File: src/design/kwms_pkg.sv
// ----------------------------------------------------------------------------
// kwms_pkg: shared types and constants of the k-mer minimizer sampler
// Widths of the stream fields, register map codes, the controller state
// encoding and the comparison flags that each window cell reports.
// ----------------------------------------------------------------------------
package kwms_pkg;

	localparam int KMER_W = 64;
	localparam int POS_W  = 32;
	localparam int SEQ_W  = 32;
	localparam int WLEN_W = 5;
	localparam int APB_DW = 32;
	localparam int ADDR_W = 3;

	localparam logic [KMER_W-1:0] ALL_ONES    = '1;
	localparam logic [WLEN_W-1:0] WLEN_RESET  = WLEN_W'(10);

	// Register index codes, decoded from paddr[2].
	localparam logic REG_WINDOW_LENGTH   = 1'b0;
	localparam logic REG_SEQUENCE_NUMBER = 1'b1;

	typedef enum logic [5:0] {
		ST_IDLE    = 6'b000001,
		ST_FILL    = 6'b000010,
		ST_RESCAN  = 6'b000100,
		ST_RESEMIT = 6'b001000,
		ST_ENDSCAN = 6'b010000,
		ST_FLUSH   = 6'b100000
	} state_t;

	typedef struct packed {
		logic le;
		logic eq;
	} cell_cmp_t;

	typedef struct packed {
		logic [KMER_W-1:0] value;
		logic [POS_W-1:0]  position;
	} result_t;

endpackage

File: src/design/kwms_if.sv
// ----------------------------------------------------------------------------
// kwms_if: stream channels of the k-mer minimizer sampler
// One channel carries k-mers into the block, the other carries minimizers
// out; a transfer happens when valid and ready are both high.
// ----------------------------------------------------------------------------
interface kwms_kmer_if;
	import kwms_pkg::*;

	logic              valid;
	logic              ready;
	logic [KMER_W-1:0] kmer_value;
	logic              end_of_sequence;

	modport source (output valid, output kmer_value, output end_of_sequence, input ready);
	modport sink   (input valid, input kmer_value, input end_of_sequence, output ready);
endinterface

interface kwms_mini_if;
	import kwms_pkg::*;

	logic              valid;
	logic              ready;
	logic [KMER_W-1:0] minimizer_value;
	logic [POS_W-1:0]  minimizer_pos;
	logic [SEQ_W-1:0]  seq_ident;
	logic              last_of_run;

	modport source (output valid, output minimizer_value, output minimizer_pos,
		output seq_ident, output last_of_run, input ready);
	modport sink   (input valid, input minimizer_value, input minimizer_pos,
		input seq_ident, input last_of_run, output ready);
endinterface

File: src/design/kwms_cell.sv
// ----------------------------------------------------------------------------
// kwms_cell: one window cell
// Holds one k-mer, takes its neighbour's k-mer on every shift and compares
// its own k-mer against the value broadcast along the row.
// ----------------------------------------------------------------------------
module kwms_cell (
	input  logic                        clk,
	input  logic                        shift_en,
	input  logic [kwms_pkg::KMER_W-1:0] din,
	input  logic [kwms_pkg::KMER_W-1:0] probe,
	output logic [kwms_pkg::KMER_W-1:0] dout,
	output kwms_pkg::cell_cmp_t         cmp
);
	import kwms_pkg::*;

	logic [KMER_W-1:0] value_q;

	always_ff @(posedge clk) begin
		if (shift_en) begin
			value_q <= din;
		end
	end

	assign dout   = value_q;
	assign cmp.le = (value_q <= probe);
	assign cmp.eq = (value_q == probe);

endmodule

File: src/design/kwms_window.sv
// ----------------------------------------------------------------------------
// kwms_window: row of window cells
// Cell 0 holds the newest k-mer; each shift moves every k-mer one cell
// further back. One cell at a time is selected for the controller.
// ----------------------------------------------------------------------------
module kwms_window #(
	parameter int DEPTH = 16,
	parameter int IDX_W = 4
) (
	input  logic                        clk,
	input  logic                        shift_en,
	input  logic [kwms_pkg::KMER_W-1:0] din,
	input  logic [kwms_pkg::KMER_W-1:0] probe,
	input  logic [IDX_W-1:0]            rd_idx,
	output logic [kwms_pkg::KMER_W-1:0] rd_value,
	output kwms_pkg::cell_cmp_t         rd_cmp
);
	import kwms_pkg::*;

	logic [KMER_W-1:0] cell_val [DEPTH];
	cell_cmp_t         cell_cmp [DEPTH];

	for (genvar i = 0; i < DEPTH; i++) begin : g_cell
		if (i == 0) begin : g_head
			kwms_cell u_cell (
				.clk      (clk),
				.shift_en (shift_en),
				.din      (din),
				.probe    (probe),
				.dout     (cell_val[i]),
				.cmp      (cell_cmp[i])
			);
		end else begin : g_body
			kwms_cell u_cell (
				.clk      (clk),
				.shift_en (shift_en),
				.din      (cell_val[i-1]),
				.probe    (probe),
				.dout     (cell_val[i]),
				.cmp      (cell_cmp[i])
			);
		end
	end

	assign rd_value = cell_val[rd_idx];
	assign rd_cmp   = cell_cmp[rd_idx];

endmodule

File: src/design/kmer_window_minimizer_sampler.sv
// ----------------------------------------------------------------------------
// kmer_window_minimizer_sampler: minimizer sampling over a k-mer stream
// Keeps the last window_length k-mers in a row of cells and emits
// (value, position, sequence id) minimizers on a valid/ready channel.
// ----------------------------------------------------------------------------
// One k-mer is taken per transfer and the block works on one k-mer at a time.
// A k-mer that causes no window scan is transferred and then hands off its
// last result, but no hand-off follows while the first window is still
// filling. The window is scanned over its effective length, one cell per cycle,
// through a single read select on the cell row: the k-mer that completes the
// first window scans it once, a k-mer that pushes out the last copy of the
// minimum scans it to find the new minimum and again to emit its copies, and
// the last k-mer of a sequence with a full window adds one more scan. Scans that
// emit and the last result's hand-off also wait on a stalled result channel.
// There is no clearing pass after reset.
// ----------------------------------------------------------------------------
module kmer_window_minimizer_sampler #(
	parameter int MAX_WINDOW = 16
) (
	input  logic                        clk,
	input  logic                        arst_n,
	input  logic                        psel,
	input  logic                        penable,
	input  logic                        pwrite,
	input  logic [kwms_pkg::ADDR_W-1:0] paddr,
	input  logic [kwms_pkg::APB_DW-1:0] pwdata,
	output logic [kwms_pkg::APB_DW-1:0] prdata,
	output logic                        pready,
	kwms_kmer_if.sink                   kmers,
	kwms_mini_if.source                 minimizers
);
	import kwms_pkg::*;

	localparam int IDX_W = (MAX_WINDOW > 1) ? $clog2(MAX_WINDOW) : 1;
	localparam int CNT_W = $clog2(MAX_WINDOW + 1);

	state_t             state_q, state_d;
	logic [WLEN_W-1:0]  wl_q;
	logic [SEQ_W-1:0]   seq_q;
	logic [KMER_W-1:0]  min_q, min_d;
	logic [CNT_W-1:0]   cnt_q, cnt_d, cnt_kept;
	logic [POS_W-1:0]   pos_q, pos_d;
	logic [CNT_W-1:0]   fill_q, fill_d;
	logic [POS_W-1:0]   item_pos_q, item_pos_d;
	logic               end_q, end_d;
	logic [IDX_W-1:0]   idx_q, idx_d;
	logic [KMER_W-1:0]  run_q, run_d;
	logic               pend_valid_q;
	result_t            pend_q;
	logic               out_valid_q;
	result_t            out_q;
	logic [SEQ_W-1:0]   out_seq_q;
	logic               out_last_q;

	logic [WLEN_W:0]    wl_ext;
	logic [WLEN_W:0]    eff_ext;
	logic [CNT_W-1:0]   eff_w;
	logic [IDX_W-1:0]   last_idx;
	logic [IDX_W-1:0]   rd_idx;
	logic [KMER_W-1:0]  probe;
	logic [KMER_W-1:0]  rd_value;
	cell_cmp_t          rd_cmp;
	logic               accept;
	logic               out_free;
	logic               cfg_wr;
	logic               wlen_wr;
	logic               new_eq;
	logic               new_lt;
	logic               emit_req;
	result_t            emit_res;
	logic               flush_req;
	logic               clear_seq;
	logic               push;
	logic [POS_W-1:0]   back_pos;

	// Window length clamped to the range the cell row supports.
	assign wl_ext = {1'b0, wl_q};
	always_comb begin
		priority if (wl_ext == '0) begin
			eff_ext = (WLEN_W+1)'(1);
		end else if (wl_ext > (WLEN_W+1)'(MAX_WINDOW)) begin
			eff_ext = (WLEN_W+1)'(MAX_WINDOW);
		end else begin
			eff_ext = wl_ext;
		end
	end
	assign eff_w    = CNT_W'(eff_ext);
	assign last_idx = IDX_W'(eff_w - CNT_W'(1));

	assign pready   = 1'b1;
	assign cfg_wr   = psel & penable & pwrite;
	assign wlen_wr  = cfg_wr && (paddr[2] == REG_WINDOW_LENGTH);

	always_comb begin
		unique case (paddr[2])
			REG_WINDOW_LENGTH:   prdata = {{(APB_DW-WLEN_W){1'b0}}, wl_q};
			REG_SEQUENCE_NUMBER: prdata = seq_q;
			default:             prdata = '0;
		endcase
	end

	assign kmers.ready = (state_q == ST_IDLE);
	assign accept      = kmers.valid & kmers.ready;
	assign out_free    = !out_valid_q || minimizers.ready;

	// While idle the oldest cell of the window is selected, so that the
	// k-mer about to leave can be checked against the minimum.
	assign rd_idx = (state_q == ST_IDLE) ? last_idx : idx_q;
	assign probe  = (state_q == ST_FILL || state_q == ST_ENDSCAN) ? run_q : min_q;

	kwms_window #(
		.DEPTH (MAX_WINDOW),
		.IDX_W (IDX_W)
	) u_window (
		.clk      (clk),
		.shift_en (accept),
		.din      (kmers.kmer_value),
		.probe    (probe),
		.rd_idx   (rd_idx),
		.rd_value (rd_value),
		.rd_cmp   (rd_cmp)
	);

	assign new_eq   = (kmers.kmer_value == min_q);
	assign new_lt   = (kmers.kmer_value < min_q);
	assign back_pos = item_pos_q - POS_W'(idx_q);
	assign cnt_kept = rd_cmp.eq ? (cnt_q - CNT_W'(1)) : cnt_q;

	always_comb begin
		state_d    = state_q;
		min_d      = min_q;
		cnt_d      = cnt_q;
		pos_d      = pos_q;
		fill_d     = fill_q;
		item_pos_d = item_pos_q;
		end_d      = end_q;
		idx_d      = idx_q;
		run_d      = run_q;
		emit_req   = 1'b0;
		emit_res   = '{value: rd_value, position: back_pos};
		flush_req  = 1'b0;
		clear_seq  = 1'b0;

		unique case (state_q)
			ST_IDLE: begin
				if (accept) begin
					item_pos_d = pos_q;
					pos_d      = pos_q + POS_W'(1);
					end_d      = kmers.end_of_sequence;
					emit_res   = '{value: kmers.kmer_value, position: pos_q};
					if (fill_q < eff_w) begin
						fill_d = fill_q + CNT_W'(1);
						if (new_eq) begin
							cnt_d = cnt_q + CNT_W'(1);
						end else if (new_lt) begin
							min_d = kmers.kmer_value;
							cnt_d = CNT_W'(1);
						end
						if (fill_d >= eff_w) begin
							state_d = ST_FILL;
							idx_d   = last_idx;
							run_d   = ALL_ONES;
						end else if (kmers.end_of_sequence) begin
							clear_seq = 1'b1;
						end
					end else if (rd_cmp.eq && cnt_q <= CNT_W'(1)) begin
						min_d   = ALL_ONES;
						cnt_d   = '0;
						state_d = ST_RESCAN;
						idx_d   = last_idx;
					end else begin
						if (new_eq) begin
							cnt_d    = cnt_kept + CNT_W'(1);
							emit_req = 1'b1;
						end else if (new_lt) begin
							min_d    = kmers.kmer_value;
							cnt_d    = CNT_W'(1);
							emit_req = 1'b1;
						end else begin
							cnt_d = cnt_kept;
						end
						if (kmers.end_of_sequence) begin
							state_d = ST_ENDSCAN;
							idx_d   = '0;
							run_d   = ALL_ONES;
						end else begin
							state_d = ST_FLUSH;
						end
					end
				end
			end
			ST_FILL: begin
				if (out_free) begin
					if (rd_cmp.le) begin
						run_d    = rd_value;
						emit_req = 1'b1;
					end
					if (idx_q == '0) begin
						if (end_q) begin
							state_d = ST_ENDSCAN;
							run_d   = ALL_ONES;
						end else begin
							state_d = ST_FLUSH;
						end
					end else begin
						idx_d = idx_q - IDX_W'(1);
					end
				end
			end
			ST_RESCAN: begin
				if (rd_cmp.le && !rd_cmp.eq) begin
					min_d = rd_value;
					cnt_d = CNT_W'(1);
				end else if (rd_cmp.eq) begin
					cnt_d = cnt_q + CNT_W'(1);
				end
				if (idx_q == '0) begin
					state_d = ST_RESEMIT;
					idx_d   = last_idx;
				end else begin
					idx_d = idx_q - IDX_W'(1);
				end
			end
			ST_RESEMIT: begin
				if (out_free) begin
					emit_req = rd_cmp.eq;
					if (idx_q == '0) begin
						if (end_q) begin
							state_d = ST_ENDSCAN;
							run_d   = ALL_ONES;
						end else begin
							state_d = ST_FLUSH;
						end
					end else begin
						idx_d = idx_q - IDX_W'(1);
					end
				end
			end
			ST_ENDSCAN: begin
				if (out_free) begin
					if (rd_cmp.le) begin
						run_d    = rd_value;
						emit_req = (rd_value > min_q);
					end
					if (idx_q == last_idx) begin
						clear_seq = 1'b1;
						state_d   = ST_FLUSH;
					end else begin
						idx_d = idx_q + IDX_W'(1);
					end
				end
			end
			ST_FLUSH: begin
				if (!pend_valid_q || out_free) begin
					flush_req = pend_valid_q;
					state_d   = ST_IDLE;
				end
			end
			default: begin
				state_d = ST_IDLE;
			end
		endcase

		if (clear_seq || wlen_wr) begin
			min_d  = ALL_ONES;
			cnt_d  = '0;
			pos_d  = '0;
			fill_d = '0;
		end
	end

	// A result waits in the pending register until it is known whether a
	// later result of the same k-mer follows it.
	assign push = (emit_req && pend_valid_q) || flush_req;

	always_ff @(posedge clk or negedge arst_n) begin
		if (!arst_n) begin
			state_q      <= ST_IDLE;
			wl_q         <= WLEN_RESET;
			seq_q        <= '0;
			min_q        <= ALL_ONES;
			cnt_q        <= '0;
			pos_q        <= '0;
			fill_q       <= '0;
			end_q        <= 1'b0;
			idx_q        <= '0;
			pend_valid_q <= 1'b0;
			out_valid_q  <= 1'b0;
		end else begin
			state_q <= state_d;
			min_q   <= min_d;
			cnt_q   <= cnt_d;
			pos_q   <= pos_d;
			fill_q  <= fill_d;
			end_q   <= end_d;
			idx_q   <= idx_d;
			if (wlen_wr) begin
				wl_q <= pwdata[WLEN_W-1:0];
			end
			if (cfg_wr && paddr[2] == REG_SEQUENCE_NUMBER) begin
				seq_q <= pwdata[SEQ_W-1:0];
			end
			if (emit_req) begin
				pend_valid_q <= 1'b1;
			end else if (flush_req) begin
				pend_valid_q <= 1'b0;
			end
			if (push) begin
				out_valid_q <= 1'b1;
			end else if (minimizers.ready) begin
				out_valid_q <= 1'b0;
			end
		end
	end

	always_ff @(posedge clk) begin
		item_pos_q <= item_pos_d;
		run_q      <= run_d;
		if (emit_req) begin
			pend_q <= emit_res;
		end
		if (push) begin
			out_q      <= pend_q;
			out_seq_q  <= seq_q;
			out_last_q <= flush_req;
		end
	end

	assign minimizers.valid           = out_valid_q;
	assign minimizers.minimizer_value = out_q.value;
	assign minimizers.minimizer_pos   = out_q.position;
	assign minimizers.seq_ident       = out_seq_q;
	assign minimizers.last_of_run     = out_last_q;

endmodule

File: src/flat_wrapper.sv
// flat-port wrapper written by rule: the top's interface ports become plain ports
module kmer_window_minimizer_sampler_flat import kwms_pkg::*;
#(
	parameter int MAX_WINDOW = 16
)
  (clk, arst_n, psel, penable, pwrite, paddr, pwdata, prdata, pready, kmers_valid, kmers_kmer_value, kmers_end_of_sequence, kmers_ready, minimizers_valid, minimizers_minimizer_value, minimizers_minimizer_pos, minimizers_seq_ident, minimizers_last_of_run, minimizers_ready);
  kwms_kmer_if kmers_i ();
  kwms_mini_if minimizers_i ();
  input  logic clk;
  input  logic arst_n;
  input  logic psel;
  input  logic penable;
  input  logic pwrite;
  input  logic [kwms_pkg::ADDR_W-1:0] paddr;
  input  logic [kwms_pkg::APB_DW-1:0] pwdata;
  output logic [kwms_pkg::APB_DW-1:0] prdata;
  output logic pready;
  input wire logic [$bits(kmers_i.valid)-1:0] kmers_valid;
  input wire logic [$bits(kmers_i.kmer_value)-1:0] kmers_kmer_value;
  input wire logic [$bits(kmers_i.end_of_sequence)-1:0] kmers_end_of_sequence;
  output wire logic [$bits(kmers_i.ready)-1:0] kmers_ready;
  output wire logic [$bits(minimizers_i.valid)-1:0] minimizers_valid;
  output wire logic [$bits(minimizers_i.minimizer_value)-1:0] minimizers_minimizer_value;
  output wire logic [$bits(minimizers_i.minimizer_pos)-1:0] minimizers_minimizer_pos;
  output wire logic [$bits(minimizers_i.seq_ident)-1:0] minimizers_seq_ident;
  output wire logic [$bits(minimizers_i.last_of_run)-1:0] minimizers_last_of_run;
  input wire logic [$bits(minimizers_i.ready)-1:0] minimizers_ready;
  assign kmers_i.valid = kmers_valid;
  assign kmers_i.kmer_value = kmers_kmer_value;
  assign kmers_i.end_of_sequence = kmers_end_of_sequence;
  assign kmers_ready = kmers_i.ready;
  assign minimizers_valid = minimizers_i.valid;
  assign minimizers_minimizer_value = minimizers_i.minimizer_value;
  assign minimizers_minimizer_pos = minimizers_i.minimizer_pos;
  assign minimizers_seq_ident = minimizers_i.seq_ident;
  assign minimizers_last_of_run = minimizers_i.last_of_run;
  assign minimizers_i.ready = minimizers_ready;
  kmer_window_minimizer_sampler #(.MAX_WINDOW(MAX_WINDOW)) u_core (.clk(clk), .arst_n(arst_n), .psel(psel), .penable(penable), .pwrite(pwrite), .paddr(paddr), .pwdata(pwdata), .prdata(prdata), .pready(pready), .kmers(kmers_i), .minimizers(minimizers_i));
endmodule
File: config.mk
export PLATFORM = sky130hd
export DESIGN_NAME = kmer_window_minimizer_sampler_flat
export DESIGN_NICKNAME = d
export VERILOG_FILES = /design/src/design/kwms_pkg.sv /design/src/design/kwms_if.sv /design/src/design/kwms_cell.sv /design/src/design/kwms_window.sv /design/src/design/kmer_window_minimizer_sampler.sv /design/src/flat_wrapper.sv
export SDC_FILE = /design/constraint.sdc
export NUM_CORES = 2
export LEC_CHECK = 0
export BUFFER_PORTS_ARGS = -buffer_cell sky130_fd_sc_hd__buf_2
export CAP_MARGIN = 10
export CORE_UTILIZATION = 55
export CTS_BUF_LIST = sky130_fd_sc_hd__clkbuf_4 sky130_fd_sc_hd__clkbuf_8 sky130_fd_sc_hd__clkbuf_16
export CTS_CLUSTER_DIAMETER = 50
export CTS_CLUSTER_SIZE = 30
export DETAILED_ROUTE_END_ITERATION = 7
export PLACE_DENSITY = 0.72
export SLEW_MARGIN = 10
export SYNTH_ARGS = -nofsm -noshare
export SYNTH_HDL_FRONTEND = slang
export SYNTH_HIERARCHICAL = 1
export SYNTH_SLANG_ARGS = --single-unit
File: constraint.sdc
create_clock -name clk -period 86.8 [get_ports clk]
set_input_delay 4.34 -clock clk [delete_from_list [all_inputs] [get_ports clk]]
set_output_delay 4.34 -clock clk [all_outputs]
set_load 0.005 [all_outputs]
==> results.md <==
- Outcome: finished, violations left
- Failing checks: max-capacitance violations
- Launch instance of the worst min-delay path: u_core/pend_q[82]$_DFFE_PP_
- Post-CTS Setup Bufs: 0
- Num rows: 147
- Maximum clock skew at final layout: 0.0492 ns
- Fin util: 61.4%
- Async SR Flop Fraction: 10.4%
- Maximum fanout along the worst path: 74
- Combined area of all synthesized cells: 0.0895 sq mm
- Clock latency reported for the late side of the worst-skew pair: 0.82 ns
- Hold Buf Count CTS: 0
- Worst min path class: flop to flop
- Post-cts sizing count: 0
- Post-route antenna net violation count: 0
- Startpoint type of the worst setup path: flop
- Sink count of the clock tree: 1501
- Root buffer cell: sky130_fd_sc_hd__clkbuf_16
- Tot GR Track Use: 29.3%
- Setup repair after global routing missed its margin: false
- Number of hold violations in the final report: 0
- Violation count after the first detailed-routing iteration: 7265
- Final weighted congestion in routability-driven placement: 0.930
- Critical path type: flop to flop
- Ys flop type: sky130_fd_sc_hd__edfxtp_1
- Number of detailed-routing iterations run before antenna repair: 7
- Number of design rule violations left after detail routing: 0
- Crit share post-route: 12.8%
- CTS buffer count: 149
- Main combinational cell family by area after synthesis: adder cells
- Number of warnings issued by yosys: 6
- R2R Path End: u_core/minimizers.minimizer_value[57]$_DFFE_PP_
- Fraction of final layout cells with drive strength greater than 1: 14.8%
- DIE HEIGHT: 405 microns
- Starting density of the core: 55.6%
- Adder and majority cell fraction of the synthesized area: 16.5%
- Total Nets Final: 9111
- Max Root-Sink Buffers: 3
- Worst R2R Path Depth: 21
- Half-perimeter wire length after detailed placement: 180 mm
- Total nets after synthesis: 8779
- Xor and xnor fraction of the mapped netlist area: 0.730%
- Highest achievable clock rate: 89.9 MHz
- I/O pin count: 271
- Area of the die: 0.164 sq mm
- Number of instances in the synthesized netlist: 7496
- Total overflow reported by the global router: 0
- Worst Hold Path Cells: 0
- Arrival @ worst endpoint: 11.54 ns
- Fraction of the mapped netlist area in simple logic gates: 10.0%
- Final hold slack: 0.418 ns
- Via density per instance: 6.29
- Setup crit end kind: flop
- Distinct cell type count after synthesis: 82
- Sequential area share after synthesis: 49.6%
- Pin count of the biggest net entering global routing: 183
- Fin Setup TNS: 0 ns
- Count of input and output buffers: 267
- Min setup slack post-route: 75.68 ns
- Avg Cell Area, Syn: 11.9 sq um
- Vias after detailed routing: 63600
- Wire length reported by the detailed router: 244 mm
- Reg2reg start: u_core/state_q[2]$_DFFE_PN0P_
- Max H-tree Level: 4
- Proportion of synthesized area in mux cells: 7.95%
- Slew Limit Headroom: 2.14%
- Standard cell core area: 0.161 sq mm
- Clock-pin transition on the worst setup and hold timing paths: 0.08 ns
- Worst hold path endpoint: u_core/minimizers.minimizer_value[50]$_DFFE_PP_
- Total of endpoints with negative setup slack in the final report: 0
- Crit path required time: 87.22 ns
- Synth Area in Compound Gates: 9.63%
- First-pass GRT wire length: 366 mm
- Max Cap Violations: 1
- Number of slew-limit violations in the final report: 0
- Flip-flop and latch count after synthesis: 1501
- Slack of the worst reg-to-reg path: 75.68 ns
- Setup slack at placement: 75.76 ns
- Horiz. Die Dim: 405 microns
- Wire length per cell: 24.2 microns
- Via count of the first global-routing pass: 62000
- Final min period: 11.12 ns
- Slew of the pin with the lowest slew margin: 1.45 ns
- Number of synthesized flops with an enable pin: 1345
- Initial antenna violation count: 4
- Relative area change from synthesis to final layout: 10.5%
- CTS tree: built
-- per-layer routing --
metal	track usage, %	routed length, microns
met5	0	23
met4	12.2	10400
met3	5.33	23500
met2	44.8	109000
met1	41.4	101000
-- stage by stage --
stage / instance area (sq um) / instances
2_1_floorplan: 89500 / 7496
3_3_place_gp: 93700 / 9837
3_5_place_dp: 93700 / 9837
4_1_cts: 98900 / 10100
5_1_grt: 98900 / 10100
6_report: 98900 / 10100
-- critical path, cell delays in order (launching register included) --
cell and delay, ns:
sky130_fd_sc_hd__dfrtp_1 0.46, sky130_fd_sc_hd__nor4_1 0.39, sky130_fd_sc_hd__nand2_1 0.45, sky130_fd_sc_hd__inv_1 0.41
sky130_fd_sc_hd__nand2_1 0.16, sky130_fd_sc_hd__o21ai_4 0.08, sky130_fd_sc_hd__buf_4 0.61, sky130_fd_sc_hd__buf_4 0.70
sky130_fd_sc_hd__buf_4 0.74, sky130_fd_sc_hd__buf_12 0.54, sky130_fd_sc_hd__mux4_2 0.64, sky130_fd_sc_hd__a22oi_1 0.45
sky130_fd_sc_hd__nand2_1 0.40, sky130_fd_sc_hd__ha_1 0.43, sky130_fd_sc_hd__nand4_1 0.30, sky130_fd_sc_hd__or4_1 0.74
sky130_fd_sc_hd__nor4_1 0.22, sky130_fd_sc_hd__a32oi_1 0.10, sky130_fd_sc_hd__a31oi_1 0.29, sky130_fd_sc_hd__a221o_4 0.62
sky130_fd_sc_hd__o21a_4 0.78, sky130_fd_sc_hd__buf_4 0.85
-- synth_stat cells, types with 89 or more instances --
| library cell | count | area, sq um |
|---|---|---|
| sky130_fd_sc_hd__edfxtp_1 | 1345 | 40400 |
| sky130_fd_sc_hd__o21ai_0 | 323 | 1620 |
| sky130_fd_sc_hd__inv_1 | 1117 | 4190 |
| sky130_fd_sc_hd__nand2_1 | 716 | 2690 |
| sky130_fd_sc_hd__clkbuf_1 | 109 | 409 |
| sky130_fd_sc_hd__a22oi_1 | 137 | 1030 |
| sky130_fd_sc_hd__nor2_1 | 199 | 747 |
| sky130_fd_sc_hd__nand3_1 | 99 | 495 |
| sky130_fd_sc_hd__dfrtp_1 | 89 | 2230 |
| sky130_fd_sc_hd__mux4_2 | 265 | 5970 |
| sky130_fd_sc_hd__nand4_1 | 196 | 1230 |
| sky130_fd_sc_hd__ha_1 | 1175 | 14700 |
| sky130_fd_sc_hd__a21oi_1 | 422 | 2110 |
-- cell type report --
cell class / count / area, sq um
Clock inverter: 118 / 1330
Timing Repair Buffer: 363 / 2130
Antenna cell: 2 / 5.00
Fill cell: 12300 / 62000
Clock buffer: 156 / 3850
Multi-Input combinational cell: 4696 / 40300
Inverter: 1117 / 4200
Sequential cell: 1501 / 44400
Tap cell: 2160 / 2700
-- sequential cells by signal (all words and copies together), names as in the netlist --
register and flops:
u_core/u_window/g_cell.g_body.u_cell/dout 960, u_core/pend_q 96, u_core/min_q 64, u_core/minimizers.minimizer_value 64, u_core/run_q 64, u_core/u_window/g_cell.g_head.u_cell/dout 64
u_core/item_pos_q 32, u_core/minimizers.minimizer_pos 32, u_core/minimizers.seq_ident 32, u_core/pos_q 32, u_core/seq_q 32, u_core/state_q 6
u_core/cnt_q 5, u_core/fill_q 5, u_core/wl_q 5, u_core/idx_q 4, u_core/end_q 1, u_core/minimizers.last_of_run 1
u_core/minimizers.valid 1, u_core/pend_valid_q 1
-- logic make-up after synthesis --
kind of cell / after synthesis
AOI/OAI and AO/OA: 1371
muxes: 374
and+or+nand+nor: 1701
DFF: 1501
buffers and inverters: 1299
xor gates and xnor gates: 73
other: 1
adders and majority gates: 1176
-- cells in the final DEF, fill, tap and decap left out, types with 32 or more instances in the layout --
| cell type | n |
|---|---|
| sky130_fd_sc_hd__ha_1 | 1175 |
| sky130_fd_sc_hd__or4_1 | 36 |
| sky130_fd_sc_hd__nand2b_1 | 39 |
| sky130_fd_sc_hd__a221oi_1 | 52 |
| sky130_fd_sc_hd__o21ai_0 | 260 |
| sky130_fd_sc_hd__a21o_1 | 76 |
| sky130_fd_sc_hd__clkbuf_16 | 153 |
| sky130_fd_sc_hd__mux2_2 | 44 |
| sky130_fd_sc_hd__xor2_1 | 34 |
| sky130_fd_sc_hd__o22a_1 | 64 |
| sky130_fd_sc_hd__and4_1 | 71 |
| sky130_fd_sc_hd__nand4_2 | 32 |
| sky130_fd_sc_hd__nand2_1 | 714 |
| sky130_fd_sc_hd__o21ai_1 | 46 |
| sky130_fd_sc_hd__a211oi_1 | 57 |
| sky130_fd_sc_hd__buf_4 | 91 |
| sky130_fd_sc_hd__o21a_1 | 67 |
| sky130_fd_sc_hd__nor3_1 | 73 |
| sky130_fd_sc_hd__dfstp_2 | 67 |
| sky130_fd_sc_hd__dfrtp_1 | 89 |
| sky130_fd_sc_hd__xnor2_1 | 38 |
| sky130_fd_sc_hd__a22oi_1 | 137 |
| sky130_fd_sc_hd__edfxtp_1 | 1345 |
| sky130_fd_sc_hd__nor2_1 | 198 |
| sky130_fd_sc_hd__inv_1 | 1116 |
| sky130_fd_sc_hd__mux2i_1 | 65 |
| sky130_fd_sc_hd__buf_2 | 266 |
| sky130_fd_sc_hd__o211ai_1 | 58 |
| sky130_fd_sc_hd__a21oi_1 | 422 |
| sky130_fd_sc_hd__nand4_1 | 196 |
| sky130_fd_sc_hd__inv_6 | 35 |
| sky130_fd_sc_hd__nand3_1 | 98 |
| sky130_fd_sc_hd__mux4_2 | 265 |
| sky130_fd_sc_hd__nor2b_1 | 47 |
| sky130_fd_sc_hd__a31oi_1 | 41 |
-- worst max-delay path by stage --
stage                                        startpoint                                               to  cells past startpoint
final                     u_core/state_q[2]$_DFFE_PN0P_  u_core/minimizers.minimizer_value[57]$_DFFE_PP_                     21
after global routing      u_core/state_q[2]$_DFFE_PN0P_  u_core/minimizers.minimizer_value[46]$_DFFE_PP_                     22
after CTS                 u_core/state_q[2]$_DFFE_PN0P_  u_core/minimizers.minimizer_value[57]$_DFFE_PP_                     21
after detailed placement  u_core/state_q[2]$_DFFE_PN0P_  u_core/minimizers.minimizer_value[46]$_DFFE_PP_                     21
after global placement    u_core/state_q[2]$_DFFE_PN0P_  u_core/minimizers.minimizer_value[46]$_DFFE_PP_                     21
after floorplan                             kmers_valid                   u_core/item_pos_q[0]$_DFFE_PP_                      5
Power is left out: the tool's default activity adds up to more than one toggle a clock period on the data nets, which glitch-free logic cannot reach.
